===== src/hw/rtl/cwmm_pkg.sv =====
// shared types, constants and helpers for the checkerboard window minimum core
package cwmm_pkg;

  localparam int WIN     = 8;
  localparam int HIST_W  = WIN - 1;
  localparam int VCNT_W  = 4;
  localparam int SUM_W   = 7;
  localparam int SCORE_W = 6;
  localparam int CFG_W   = 11;
  localparam int IDX_W   = 1;
  localparam int TDATA_W = 8;

  localparam logic [IDX_W-1:0]   CFG_IMAGE_ROWS = 1'b0;
  localparam logic [IDX_W-1:0]   CFG_IMAGE_COLS = 1'b1;
  localparam logic [CFG_W-1:0]   SIZE_RESET     = 11'd8;
  localparam logic [SUM_W-1:0]   WIN_AREA       = SUM_W'(WIN * WIN);
  localparam logic [SCORE_W-1:0] BEST_INIT      = SCORE_W'((WIN * WIN) / 2);

  typedef struct packed {
    logic mis;
    logic win_ok;
    logic frame_end;
  } cwmm_item_t;

  function automatic logic [VCNT_W-1:0] hist_ones(input logic [HIST_W-1:0] v);
    logic [VCNT_W-1:0] n;
    n = '0;
    for (int i = 0; i < HIST_W; i++) begin
      n = n + VCNT_W'(v[i]);
    end
    return n;
  endfunction

endpackage


===== src/hw/rtl/cwmm_position.sv =====
// configuration registers, raster position counters and the input item register
module cwmm_position #(
  parameter int MAX_ROWS = 1024,
  parameter int MAX_COLS = 1024,
  localparam int RW = $clog2(MAX_ROWS),
  localparam int CW = $clog2(MAX_COLS)
) (
  input  logic                          clk,
  input  logic                          rst_n,
  input  logic                          cfg_we,
  input  logic [cwmm_pkg::IDX_W-1:0]    cfg_idx,
  input  logic [cwmm_pkg::CFG_W-1:0]    cfg_wdata,
  input  logic                          accept,
  input  logic                          pixel,
  input  logic                          pipe_move,
  output logic [CW-1:0]                 rd_col,
  output logic                          b_valid,
  output cwmm_pkg::cwmm_item_t          b_item,
  output logic [CW-1:0]                 b_col
);
  import cwmm_pkg::*;

  logic [CFG_W-1:0] rows_r, cols_r;
  logic [CFG_W-1:0] rows_cl, cols_cl;
  logic [RW-1:0]    row_r, row_nxt;
  logic [CW-1:0]    col_r, col_nxt;
  logic             row_last, col_last;
  logic             b_valid_r;
  cwmm_item_t       b_item_r, item_nxt;
  logic [CW-1:0]    b_col_r;

  always_ff @(posedge clk) begin
    if (!rst_n) begin
      rows_r <= SIZE_RESET;
      cols_r <= SIZE_RESET;
    end else if (cfg_we) begin
      case (cfg_idx)
        CFG_IMAGE_ROWS: rows_r <= cfg_wdata;
        CFG_IMAGE_COLS: cols_r <= cfg_wdata;
        default: ;
      endcase
    end
  end

  // zero reads as one, oversize reads as the maximum
  always_comb begin
    if (rows_r == '0) rows_cl = CFG_W'(1);
    else if (32'(rows_r) > MAX_ROWS) rows_cl = CFG_W'(MAX_ROWS);
    else rows_cl = rows_r;
    if (cols_r == '0) cols_cl = CFG_W'(1);
    else if (32'(cols_r) > MAX_COLS) cols_cl = CFG_W'(MAX_COLS);
    else cols_cl = cols_r;
  end

  assign row_last = 32'(row_r) >= (32'(rows_cl) - 32'd1);
  assign col_last = 32'(col_r) >= (32'(cols_cl) - 32'd1);

  always_comb begin
    row_nxt = row_r;
    col_nxt = col_r;
    if (accept) begin
      if (col_last) begin
        col_nxt = '0;
        row_nxt = row_last ? '0 : row_r + RW'(1);
      end else begin
        col_nxt = col_r + CW'(1);
      end
    end
    item_nxt.mis       = pixel ^ row_r[0] ^ col_r[0];
    item_nxt.win_ok    = (32'(row_r) >= WIN - 1) && (32'(col_r) >= WIN - 1);
    item_nxt.frame_end = col_last && row_last;
  end

  always_ff @(posedge clk) begin
    if (!rst_n) begin
      row_r     <= '0;
      col_r     <= '0;
      b_valid_r <= 1'b0;
    end else begin
      row_r <= row_nxt;
      col_r <= col_nxt;
      if (pipe_move) b_valid_r <= accept;
    end
  end

  always_ff @(posedge clk) begin
    if (accept) begin
      b_item_r <= item_nxt;
      b_col_r  <= col_r;
    end
  end

  assign rd_col  = col_r;
  assign b_valid = b_valid_r;
  assign b_item  = b_item_r;
  assign b_col   = b_col_r;

endmodule


===== config.mk =====
export PLATFORM = sky130hd
export DESIGN_NAME = cwmm_position
export DESIGN_NICKNAME = d
export VERILOG_FILES = /design/src/hw/rtl/cwmm_pkg.sv /design/src/hw/rtl/cwmm_position.sv
export SDC_FILE = /design/constraint.sdc
export NUM_CORES = 1
export LEC_CHECK = 0
export ABC_AREA = 1
export BUFFER_PORTS_ARGS = -buffer_cell sky130_fd_sc_hd__buf_2
export CORE_UTILIZATION = 58
export CTS_BUF_LIST = sky130_fd_sc_hd__clkbuf_16
export CTS_CLUSTER_DIAMETER = 80
export DETAILED_ROUTE_END_ITERATION = 10
export GPL_ROUTABILITY_DRIVEN = 1
export PLACE_DENSITY = 0.78
export RECOVER_POWER = 25
export SLEW_MARGIN = 20
export SYNTH_ARGS = -nofsm -noshare
export SYNTH_HDL_FRONTEND = slang
export SYNTH_SLANG_ARGS = --single-unit

===== constraint.sdc =====
create_clock -name clk -period 3.7 [get_ports clk]
set_clock_uncertainty 0.2 [all_clocks]
set_input_delay 0.74 -clock clk [delete_from_list [all_inputs] [get_ports clk]]
set_output_delay 0.74 -clock clk [all_outputs]
set_load 0.05 [all_outputs]

==> flow_metrics.env <==
export IMPL_cp_end_kind="register"
export IMPL_vdd_drop_max_mv=0.327
export IMPL_hold_path_class="register to register"
export IMPL_n_antenna_cell=0
export IMPL_cts_hold_buf=0
export IMPL_ios=42
export IMPL_hold_path_startpoint="rows_r[7]"
export IMPL_slew_headroom_pct=37.2
export IMPL_p_per_area_nw_per_um2=389
export IMPL_startpoint="cols_r[6]"
export IMPL_grt_pass1_wl_um=10300
export IMPL_synth_edff_count=13
export IMPL_cts_sinks=56
export IMPL_core_area_um2=5170
export IMPL_timing_hold_ws_ns=0.292
export IMPL_cts_made_buffers=5
export IMPL_grt_remaining_overflow=0
export IMPL_yosysSeqAreaShare_pct=39.8
export IMPL_worst_setup_path_type="register to register"
export IMPL_synthesis_area_um2=3150
export IMPL_clk_pin_slew_ns=0.07
export IMPL_final_layout_size_suffix_gt1_share_pct=15.6
export IMPL_clk_path_buf_depth=2
export IMPL_synth_seq_cells=56
export IMPL_die_y_um=75.6
export IMPL_synth_cell_types=34
export IMPL_wire_per_inst_um=11.8
export IMPL_fill_cells=437
export IMPL_antenna_left=0
export IMPL_start_kind="register"
export IMPL_area_delta_synth_final_pct=13.3
export IMPL_yosys_area_top_type="dfxtp_1"
export IMPL_grt_pass1_vias=2407
export IMPL_fin_setup_tns_ns=0
export IMPL_rr_startpoint="cols_r[6]"
export IMPL_cts_root_buf="clkbuf_16"
export IMPL_cp_required_ns=3.72
export IMPL_place_congestion=0.828
export IMPL_design_die_area_um2=5720
export IMPL_arrival_ns=3.32
export IMPL_rsz0062_at_grt="no"
export IMPL_multiInputGateArea_um2=1730
export IMPL_async_flop_share_pct=0
export IMPL_critPathMaxFanout=11
export IMPL_max_freq_mhz=303
export IMPL_grt_start_max_net_pins=29
export IMPL_nNetsFinal=500
export IMPL_synth_area_top_cells="dfxtp_1, edfxtp_1, nand2_1"
export IMPL_min_period_over_period_pct=89.3
export IMPL_finalWirelength_um=6290
export IMPL_synthCells=420
export IMPL_h_tree_depth=2
export IMPL_viasPerCell=5.19
export IMPL_regArea_um2=1250
export IMPL_tightest_slew_ns=0.942
export IMPL_initial_core_util_pct=60.8
export IMPL_initialDrtViolationCount=118
export IMPL_antenna_found_initial=0
export IMPL_core_rowCount=26
export IMPL_setup_viol=0
export IMPL_dp_hpwl_um=4880
export IMPL_period_minus_slack_ns=3.30
export IMPL_leakage_nw=1.65
export IMPL_drt_first_pass_iters=4
export IMPL_die_w_um=75.6
export IMPL_syn_avg_cell_area_um2=7.49
export IMPL_status="finished clean"
export IMPL_yosys_warnings=0
export IMPL_cts_tree="done"
export IMPL_drc=0
export IMPL_drv_slew=0
export IMPL_syn_num_nets=458
export IMPL_num_vias=2766
export IMPL_grt_use_total_pct=23.8
export IMPL_rrSetupSlack_ns=0.40
export IMPL_yosysTopAreaCellShare_pct=27.4
export IMPL_worst_skew_pair_late_latency_ns=0.30
export IMPL_hold_viol_final=0
export IMPL_ys_dominant_reg_cell="dfxtp_1"
export IMPL_io_buffer_count=41
export IMPL_cap_viol_max_count=0
cell type report:
type / instances / share of cell area (%)
repair buffers: 41 / 5.72
multi-input cells: 320 / 48.5
clock buffers: 5 / 3.51
clock inverters: 3 / 0.737
flip-flops and latches: 56 / 35.1
well taps: 70 / 2.46
inverters: 38 / 4.00
cells by family (layout without fill, tap and decap cells):
family | Yosys count | after routing | synth area share, %
adders and majority gates | 20 | 20 | 7.96
DFF | 56 | 56 | 39.8
and+or+nand+nor | 211 | 211 | 28.8
AOI/OAI and AO/OA | 67 | 67 | 11.8
xor gates and xnor gates | 22 | 22 | 6.13
buffers and inverters | 44 | 87 | 5.53
synth_stat cells (4+ instances only):
library cell and n:
nor3_1 9, xor2_1 14, nand2_1 90, clkbuf_1 4
nand2_2 6, nor2_1 72, nand4_1 4, nor2_2 7
nand3_1 13, o21ai_0 26, edfxtp_1 13, inv_1 36
dfxtp_1 43, ha_1 20, xnor2_1 8, a21oi_1 30
final timing paths:
check             cells past startpoint   endpoint
hold reg to reg                       2  rows_r[7]
setup reg to reg                     18  rd_col[2]
setup / recovery                     18  rd_col[2]
hold / removal                        2  rows_r[7]
through the flow:
stage                     setup slack, ns  area, um^2  std cells  util (%)  total power (W)
after floorplan                     0.785        3150        420         -         0.000865
after global routing               0.0557        3560        533      68.9          0.00145
after CTS                           0.357        3560        533      68.8          0.00139
after global placement              0.544        3410        525      65.9         0.000912
final                               0.395        3560        533      68.9          0.00139
after detailed placement            0.381        3410        525      65.9         0.000920
worst max-delay path, stage by stage (launching register included):
cell and delay (ns):
dfxtp_1 0.35, nor2_2 0.13, nand3_1 0.13, o21ai_4 0.31, o21ai_0 0.20, nand3_2 0.13, nor2_2 0.05, nand2_1 0.10
a21oi_2 0.06, nand2_2 0.08, nor2_1 0.04, nand2_1 0.05, o21ai_0 0.08, ha_1 0.31, a21oi_1 0.37, nand2_1 0.20
nand2_4 0.17, nand2_4 0.11, nor3_1 0.14
registers in the layout (all words and copies together), names as in the netlist:
register / flops
b_item: 3
b_valid: 1
cols_r: 11
rows_r: 11
b_col: 10
rd_col: 10
row_r: 10
where the power goes:
part | switching [W] | leakage, nW | internal (W) | total [W]
Sequential | 0.0000209 | 0.486 | 0.000650 | 0.000671
Combinational | 0.000157 | 1.09 | 0.0000784 | 0.000236
Clock | 0.000223 | 0.0744 | 0.000256 | 0.000479
placed cells by master (no fill, tap or decap), types with 2 or more instances in the layout:
cell type  count
nand2_4        2
xor2_1        14
dfxtp_1       43
nand3_1       13
nor3_1         9
clkinv_4       2
nand2_1       90
nor4_1         2
o21ai_1        2
o21ai_0       26
xnor2_1        8
clkbuf_16      5
nor2_1        72
ha_1          20
a21oi_2        2
nor2_2         7
nand3b_1       2
inv_1         36
buf_2         40
nand4_1        4
a21oi_1       30
edfxtp_1      13
nand2_2        6
a211oi_1       2
metal layers:
metal	vias to the layer above	global-route usage (%)	part of all wire [%]
met3	6	4.76	3.1
met2	52	43.3	50
met4	0	6.79	1.2
met5	-	0	0
li1	1462	-	-
met1	1246	28.5	45
repair_timing:
item / 4_1_cts / 5_1_grt
setup buffers: 0 / 0
gates resized for setup: 0 / 1
endpoints found under the setup margin: 0 / 1
No activity file was read; power rests on OpenSTA's default activity.
