[config.mk]
export PLATFORM = sky130hd
export DESIGN_NAME = cwmm_window_score
export DESIGN_NICKNAME = d
export VERILOG_FILES = /design/src/hw/rtl/cwmm_pkg.sv /design/src/hw/rtl/cwmm_window_score.sv
export SDC_FILE = /design/constraint.sdc
export NUM_CORES = 1
export LEC_CHECK = 0
export BUFFER_PORTS_ARGS = -buffer_cell sky130_fd_sc_hd__buf_2
export CAP_MARGIN = 20
export CORE_ASPECT_RATIO = 0.9
export CORE_MARGIN = 1.5
export CORE_UTILIZATION = 50
export CTS_CLUSTER_DIAMETER = 100
export DETAILED_ROUTE_END_ITERATION = 16
export PLACE_DENSITY = 0.68
export SLEW_MARGIN = 20
export SYNTH_ARGS = -nofsm -noshare
export SYNTH_HDL_FRONTEND = slang
export SYNTH_SLANG_ARGS = --single-unit
[constraint.sdc]
create_clock -name clk -period 13.54 [get_ports clk]
set_input_delay 2.708 -clock clk [delete_from_list [all_inputs] [get_ports clk]]
set_output_delay 2.708 -clock clk [all_outputs]
set_load 0.03 [all_outputs]
[src/hw/rtl/cwmm_pkg.sv]
// shared types, constants and helpers for the checkerboard window minimum core
package cwmm_pkg;

  localparam int WIN     = 8;
  localparam int HIST_W  = WIN - 1;
  localparam int VCNT_W  = 4;
  localparam int SUM_W   = 7;
  localparam int SCORE_W = 6;
  localparam int CFG_W   = 11;
  localparam int IDX_W   = 1;
  localparam int TDATA_W = 8;

  localparam logic [IDX_W-1:0]   CFG_IMAGE_ROWS = 1'b0;
  localparam logic [IDX_W-1:0]   CFG_IMAGE_COLS = 1'b1;
  localparam logic [CFG_W-1:0]   SIZE_RESET     = 11'd8;
  localparam logic [SUM_W-1:0]   WIN_AREA       = SUM_W'(WIN * WIN);
  localparam logic [SCORE_W-1:0] BEST_INIT      = SCORE_W'((WIN * WIN) / 2);

  typedef struct packed {
    logic mis;
    logic win_ok;
    logic frame_end;
  } cwmm_item_t;

  function automatic logic [VCNT_W-1:0] hist_ones(input logic [HIST_W-1:0] v);
    logic [VCNT_W-1:0] n;
    n = '0;
    for (int i = 0; i < HIST_W; i++) begin
      n = n + VCNT_W'(v[i]);
    end
    return n;
  endfunction

endpackage

[src/hw/rtl/cwmm_window_score.sv]
// horizontal window sum, best score tracking and result register
module cwmm_window_score (
  input  logic                           clk,
  input  logic                           rst_n,
  input  logic                           retire,
  input  cwmm_pkg::cwmm_item_t           item,
  input  logic [cwmm_pkg::VCNT_W-1:0]    vcount,
  input  logic                           out_ready,
  output logic                           out_valid,
  output logic [cwmm_pkg::SCORE_W-1:0]   out_min,
  output logic                           out_found
);
  import cwmm_pkg::*;

  logic [VCNT_W-1:0]  cw_r [WIN];
  logic [SUM_W-1:0]   sum_r, sum_nxt;
  logic [SUM_W-1:0]   other;
  logic [SCORE_W-1:0] score, best_upd;
  logic [SCORE_W-1:0] best_r;
  logic               any_r, any_upd;
  logic               out_valid_r, out_found_r;
  logic [SCORE_W-1:0] out_min_r;

  always_comb begin
    sum_nxt  = sum_r - SUM_W'(cw_r[0]) + SUM_W'(vcount);
    other    = WIN_AREA - sum_nxt;
    score    = (sum_nxt < other) ? sum_nxt[SCORE_W-1:0] : other[SCORE_W-1:0];
    best_upd = (item.win_ok && (score < best_r)) ? score : best_r;
    any_upd  = any_r | item.win_ok;
  end

  always_ff @(posedge clk) begin
    if (!rst_n) begin
      for (int i = 0; i < WIN; i++) cw_r[i] <= '0;
      sum_r  <= '0;
      best_r <= BEST_INIT;
      any_r  <= 1'b0;
    end else if (retire) begin
      for (int i = 0; i < WIN - 1; i++) cw_r[i] <= cw_r[i+1];
      cw_r[WIN-1] <= vcount;
      sum_r       <= sum_nxt;
      if (item.frame_end) begin
        best_r <= BEST_INIT;
        any_r  <= 1'b0;
      end else begin
        best_r <= best_upd;
        any_r  <= any_upd;
      end
    end
  end

  always_ff @(posedge clk) begin
    if (!rst_n) begin
      out_valid_r <= 1'b0;
    end else if (retire && item.frame_end) begin
      out_valid_r <= 1'b1;
    end else if (out_ready) begin
      out_valid_r <= 1'b0;
    end
  end

  always_ff @(posedge clk) begin
    if (retire && item.frame_end) begin
      out_min_r   <= any_upd ? best_upd : '0;
      out_found_r <= any_upd;
    end
  end

  assign out_valid = out_valid_r;
  assign out_min   = out_min_r;
  assign out_found = out_found_r;

endmodule

==> impl_metrics.py, run 1 <==
metrics = {
    "die": {
        "die_area_mm2": 0.00661,
        "fp.dieW_um": 85.6,
        "io_pins": 19,
        "coreArea_mm2": 0.00579,
        "die_h_um": 77.3,
        "initial_core_util": 0.530,
        "num_rows": 26,
    },
    "sta": {
        "tns_ns": 0,
        "max_freq_ghz": 0.127,
        "slew_viol_final": 0,
        "rsz0062_at_grt": "no",
        "hold_violations": 0,
        "period_minus_slack_ns": 7.89,
        "setup_viol": 0,
        "period_share": 0.582,
        "skew_ns": 0.00318,
        "worst_slew_pin_slew_ns": 0.800,
        "slew_headroom": 0.461,
    },
    "critical_path": {
        "critPathMaxFanout": 6,
        "path_class": "input port to register",
        "required_ns": 13.70,
        "crit_start": "vcount[1]",
        "worstReg2RegStart": "cw_r[0][0]",
        "crit_path_start_kind": "input port",
        "r2r_slack_ns": 7.80,
        "arrival_ns": 8.05,
        "endpoint_kind": "register",
    },
    "status": {
        "outcome": "completed",
    },
    "synth": {
        "synth_edf_count": 39,
        "synth_fa_ha_area_frac": 0.0914,
        "synth_flop_cell": "edfxtp_1",
        "syn_area_per_cell_um2": 10.7,
        "yosysSeqAreaShare": 0.480,
        "synth-simple-area-share": 0.199,
        "ys_ff_latch": 54,
        "netlist_instances": 286,
        "synth_area_mm2": 0.00307,
        "synthXorXnorAreaFrac": 0.0200,
        "muxShareOfSynthArea": 0.0102,
        "synth_top_family_by_area": "simple AND/OR/NAND/NOR gates",
        "ys_types": 57,
        "ys_async_sr_fraction": 0,
        "ys_warn_count": 0,
        "synth_fp_nets": 317,
        "synth_compound_area_frac": 0.147,
    },
    "cts": {
        "cts_made_buffers": 5,
        "cts_resized": 0,
        "clk_pin_slew_ns": 0.10,
        "cts_hold_buf": 0,
        "cts_num_sinks": 54,
        "cts-root-buf": "clkbuf_8",
        "clk_path_buf_depth": 2,
        "cts_tree": "done",
        "cts_setup_buffers": 0,
        "cts_htree_levels": 2,
        "clk_latency_ns": 0.31,
    },
    "layout": {
        "fin_util": 0.575,
        "final_common_cell": "edfxtp_1",
        "drive_gt1_frac": 0.152,
        "n_antenna_cell": 0,
        "fill_cells": 529,
        "multiInputGateArea_mm2": 0.00143,
        "fin_cells": 373,
        "seqCellArea_mm2": 0.00147,
        "fin_nets": 333,
        "syn_to_final_growth_pct": 8.49,
        "final_cell_mix": "edfxtp_1, inv_1, and3_1",
    },
    "detailed_routing": {
        "via_per_inst": 5.58,
        "dr.pass1.iters": 4,
        "drt_wl_total_mm": 5.65,
        "drtIter0Drc": 94,
        "vias": 2082,
        "drc": 0,
        "ant_nets": 0,
        "detail_route.wl_per_cell_um": 15.1,
    },
    "global_routing": {
        "overflow": 0,
        "grt_pass1_wl_mm": 10.1,
        "track_usage": 0.194,
        "grt_pass1_vias": 2116,
        "antenna_found_initial": 0,
        "grt_max_degree": 49,
    },
    "worst_hold_path": {
        "min_from": "out_valid",
        "hold_path.class": "register to register",
    },
    "placement": {
        "hpwl_mm": 3.92,
        "place_inst": 365,
        "io_buffers": 17,
        "gp_congestion": 0.881,
    },
    "job": {
        "drv_cap": 0,
    },
}
==> layer usage <==
| metal | vias to the layer above | share of wire | global-route usage |
|---|---|---|---|
| li1 | 1064 | - | - |
| met1 | 981 | 0.54 | 0.295 |
| met4 | 0 | 0.0062 | 0.0548 |
| met3 | 4 | 0.030 | 0.0452 |
| met5 | - | 0 | 0 |
| met2 | 33 | 0.42 | 0.274 |
==> worst max-delay path: stages <==
cell      delay [ns]
buf_2           0.09
inv_1           0.05
fa_1            0.58
inv_1           0.05
ha_1            0.30
a211oi_2        0.30
o21ba_2         0.24
nor2_1          0.13
or3_1           0.41
ha_1            0.35
inv_1           0.10
or3_4           0.41
a31o_4          0.27
nor2_4          0.14
mux2_1          0.34
ha_1            0.28
nand3_1         0.09
o21a_1          0.23
o21ai_0         0.65
and2_1          0.22
o21ai_0         0.08
==> registers in the layout, indices dropped and copies added, names as in the netlist <==
register / flops
best_r: 6
out_found: 1
cw_r: 32
out_min: 6
out_valid: 1
any_r: 1
sum_r: 7
==> through the flow <==
stage	worst slack [ns]	instance area, um^2	hold WS (ns)
after floorplan	6.05	3070	0.452
after global placement	5.41	3220	0.462
after detailed placement	5.38	3220	0.471
after CTS	5.69	3330	0.492
after global routing	5.32	3330	0.522
final	5.65	3330	0.487
==> layout make-up <==
cell class | count | share of cell area
Sequential cell | 54 | 0.442
Clock buffer | 5 | 0.0207
Inverter | 32 | 0.0369
Timing Repair Buffer | 19 | 0.0301
Clock inverter | 3 | 0.0128
Multi-Input combinational cell | 190 | 0.431
Tap cell | 70 | 0.0263
==> final timing paths <==
check	end	depth (start not counted)
worst min-delay path	out_valid	2
worst max-delay path	best_r[5]	21
worst max register to register	best_r[5]	21
worst min register to register	out_valid	2
==> cell usage after synthesis (3+ instances only) <==
master | count | area [um^2]
xor2_1 | 3 | 26.3
a21oi_1 | 5 | 25.0
o211ai_1 | 6 | 45.0
nor2_1 | 12 | 45.0
nand2b_1 | 5 | 31.3
edfxtp_1 | 39 | 1170
nand4_1 | 4 | 25.0
a31oi_1 | 3 | 18.8
nand2_1 | 16 | 60.1
ha_1 | 16 | 200
inv_1 | 31 | 116
xnor2_1 | 4 | 35.0
nor3_1 | 5 | 25.0
fa_1 | 4 | 80.1
o21ai_0 | 10 | 50.1
clkbuf_1 | 9 | 33.8
nor3b_1 | 3 | 22.5
and2_1 | 12 | 75.1
nand3_1 | 11 | 55.1
nor2b_1 | 6 | 37.5
and3_1 | 24 | 150
dfxtp_1 | 15 | 300
==> cell families (layout without fill, tap and decap cells) <==
logic type / after synthesis / count (layout)
buffers and inverters: 42 / 59
XOR/XNOR: 7 / 7
adder cells (fa/ha/maj): 20 / 20
AO/OA/AOI/OAI: 53 / 53
AND/OR/NAND/NOR: 107 / 107
multiplexers: 3 / 3
flip-flops: 54 / 54
Power of run 1 is left out: the tool's default activity adds up to more than one toggle a clock period on the data nets, which glitch-free logic cannot reach.
==> inputs of run 2 (changes only) <==
--- a/config.mk
+++ b/config.mk
@@ -5,6 +5,7 @@
 export SDC_FILE = /design/constraint.sdc
 export NUM_CORES = 1
 export LEC_CHECK = 0
+export ABC_AREA = 1
 export BUFFER_PORTS_ARGS = -buffer_cell sky130_fd_sc_hd__buf_2
 export CAP_MARGIN = 20
 export CORE_ASPECT_RATIO = 0.9
@@ -12,7 +13,7 @@
 export CORE_UTILIZATION = 50
 export CTS_CLUSTER_DIAMETER = 100
 export DETAILED_ROUTE_END_ITERATION = 16
-export PLACE_DENSITY = 0.68
+export PLACE_DENSITY = 0.7
 export SLEW_MARGIN = 20
 export SYNTH_ARGS = -nofsm -noshare
 export SYNTH_HDL_FRONTEND = slang
==> constraint.sdc (replaced) <==
create_clock -name clk -period 6.6 [get_ports clk]
set_input_delay 1.32 -clock clk [delete_from_list [all_inputs] [get_ports clk]]
set_output_delay 1.32 -clock clk [all_outputs]
set_load 0.03 [all_outputs]
==> run 2 against run 1 <==
  * Clock skew is 0.0064 ns higher
  * Synthesized cell count is 19% higher
  * Routed wire length is 14% lower
  * Non-clock buffer count is 1 lower
  * First-iteration DRC count is 2.1% lower
  * Final cell count is 16% higher
  * Setup slack worse by 4.6 ns
  * Critical endpoint is now out_min[5]
==> impl_metrics.py, run 2 <==
metrics = {
    "cts": {
        "cts_made_buffers": 5,
        "cts_tree": "done",
        "clk_path_buf_depth": 2,
        "clk_latency_ns": 0.31,
        "cts_num_sinks": 54,
        "cts_setup_buffers": 0,
        "cts_resized": 0,
        "cts_htree_levels": 2,
        "cts-root-buf": "clkbuf_8",
        "cts_hold_buf": 0,
        "clk_pin_slew_ns": 0.10,
    },
    "detailed_routing": {
        "dr.pass1.iters": 6,
        "vias": 2092,
        "drc": 0,
        "ant_nets": 0,
        "detail_route.wl_per_cell_um": 11.3,
        "drtIter0Drc": 92,
        "drt_wl_total_mm": 4.88,
        "via_per_inst": 4.85,
    },
    "pwr": {
        "ir_worst_vdd_mv": 0.209,
        "clock_power_share": 0.130,
        "powerDensity_mw_per_mm2": 469,
        "total_power_mw": 1.51,
        "p_sw_mw": 0.701,
        "seqPwrFrac": 0.295,
        "power.leakage_nw": 1.59,
        "power.internal_mw": 0.807,
        "p_sw_frac": 0.465,
        "p_comb_frac": 0.575,
    },
    "sta": {
        "worst_slew_pin_slew_ns": 0.578,
        "rsz0062_at_grt": "no",
        "period_minus_slack_ns": 5.54,
        "hold_violations": 0,
        "skew_ns": 0.00957,
        "max_freq_ghz": 0.181,
        "period_share": 0.839,
        "slew_headroom": 0.613,
        "tns_ns": 0,
        "setup_viol": 0,
        "slew_viol_final": 0,
    },
    "synth": {
        "synth_common_cells": "inv_1, nand2_1, edfxtp_1",
        "syn_area_per_cell_um2": 8.70,
        "yosysTopAreaCellShare": 0.397,
        "ys_warn_count": 0,
        "ys_ff_latch": 54,
        "synthTopCellsByArea": "edfxtp_1, inv_1, dfxtp_1",
        "ys_types": 28,
        "netlist_instances": 339,
        "yosysSeqAreaShare": 0.499,
        "synth_edf_count": 39,
        "synth.most_common_cell": "inv_1",
        "synth_fp_nets": 370,
        "synth_flop_cell": "edfxtp_1",
        "ys_async_sr_fraction": 0,
        "yosysTopAreaCell": "edfxtp_1",
        "synth_area_mm2": 0.00295,
    },
    "global_routing": {
        "grt_pass1_vias": 1901,
        "overflow": 0,
        "grt_max_degree": 41,
        "antenna_found_initial": 0,
        "grt_pass1_wl_mm": 8.29,
        "track_usage": 0.166,
    },
    "critical_path": {
        "endpoint_kind": "register",
        "critPathMaxFanout": 7,
        "r2r_cells": 28,
        "arrival_ns": 5.59,
        "required_ns": 6.65,
        "path_class": "input port to register",
        "crit_path_start_kind": "input port",
    },
    "layout": {
        "n_antenna_cell": 0,
        "final_common_cell": "inv_1",
        "max_flop_register": "cw_r",
        "final_cell_mix": "inv_1, nand2_1, edfxtp_1",
        "drive_gt1_frac": 0.152,
        "fin_nets": 391,
        "reg.largest.list": "cw_r: 32 flops, sum_r: 7 flops",
        "fill_cells": 510,
        "seqCellArea_mm2": 0.00147,
        "syn_to_final_growth_pct": 8.95,
        "multiInputGateArea_mm2": 0.00113,
        "fin_util": 0.565,
        "largest_reg_flops": 32,
    },
    "status": {
        "outcome": "completed",
    },
    "die": {
        "coreArea_mm2": 0.00569,
        "die_h_um": 75.9,
        "fp.dieW_um": 84.0,
        "die_area_mm2": 0.00637,
        "num_rows": 26,
        "io_pins": 19,
        "initial_core_util": 0.518,
    },
    "placement": {
        "io_buffers": 17,
        "hpwl_mm": 3.62,
        "gp_congestion": 0.765,
    },
    "worst_hold_path": {
        "whs_path_depth": 2,
        "hold_path.class": "register to register",
    },
    "job": {
        "drv_cap": 0,
    },
}
-- run 2: cell count changes in the layout (fill, tap and decap cells not counted), sizes merged, moves of 6 or more --
cell,change
and3,-25
nor2b,-6
inv,+57
nand3,+17
and2,-12
nor2,+23
nand2,+61
o211ai,-6
o21ai,-7
-- run 2: per-stage QoR --
| stage | area, um^2 | std cells | hold slack, ns | setup slack (ns) |
|---|---|---|---|---|
| after floorplan | 2950 | 339 | 0.426 | 1.53 |
| after global placement | 3110 | 423 | 0.438 | 0.866 |
| after detailed placement | 3110 | 423 | 0.445 | 0.779 |
| after CTS | 3210 | 431 | 0.463 | 1.10 |
| after global routing | 3210 | 431 | 0.494 | 0.748 |
| final | 3210 | 431 | 0.460 | 1.06 |
-- run 2: power by group through the flow --
stage / clock network (mW) / logic [mW] / registers, mW
floorplan: 0 / 0.678 / 0.474
global placement: 0 / 0.831 / 0.450
detailed placement: 0 / 0.865 / 0.453
CTS: 0.201 / 0.869 / 0.445
global route: 0.213 / 1.00 / 0.451
finish: 0.195 / 0.867 / 0.445
-- run 2: worst paths after layout --
check	endpoint	slack, ns	start
max	out_min[5]	1.06	vcount[1]
min	best_r[1]	0.46	best_r[1]
max reg2reg	out_min[5]	1.85	cw_r[0][0]
min reg2reg	best_r[1]	0.46	best_r[1]
-- run 2: layer usage --
| layer | GRT usage | up-vias | wire length (um) |
|---|---|---|---|
| li1 | - | 1094 | - |
| met1 | 0.230 | 971 | 2570 |
| met2 | 0.272 | 23 | 2160 |
| met3 | 0.0325 | 4 | 108 |
| met4 | 0.0492 | 0 | 43 |
| met5 | 0 | - | 0 |
-- run 2: cells by family after synthesis --
family          Yosys count  synth area share
compound gates           22            0.0433
xor+xnor                  1           0.00297
fa+ha+maj                20            0.0950
buf+inv                  94             0.120
flops                    54             0.499
simple gates            148             0.240
-- run 2: area by class of cell --
class,instances,area share
repair buffers,18,0.0288
well taps,70,0.0272
multi-input cells,191,0.351
clock buffers,5,0.0214
clock inverters,3,0.00895
inverters,90,0.105
flip-flops and latches,54,0.458
-- run 2: critical path, stage by stage --
cell and delay, ns:
buf_2 0.09, inv_1 0.06, fa_1 0.52, fa_1 0.46, inv_1 0.11, nand2_1 0.07
nand2_2 0.09, inv_2 0.06, nor3_1 0.29, inv_1 0.09, ha_1 0.31, inv_1 0.06
nand2_1 0.05, nand2_1 0.06, nand2_1 0.06, nand2_2 0.07, nand3_4 0.11, nand3_1 0.13
nand2_1 0.07, ha_1 0.26, a21boi_0 0.13, o2111ai_1 0.19, nand3_1 0.24, inv_1 0.30
nand3_1 0.11, o21ai_1 0.20, nor2_1 0.09
Note: power is estimated with default switching activity, not from simulation.
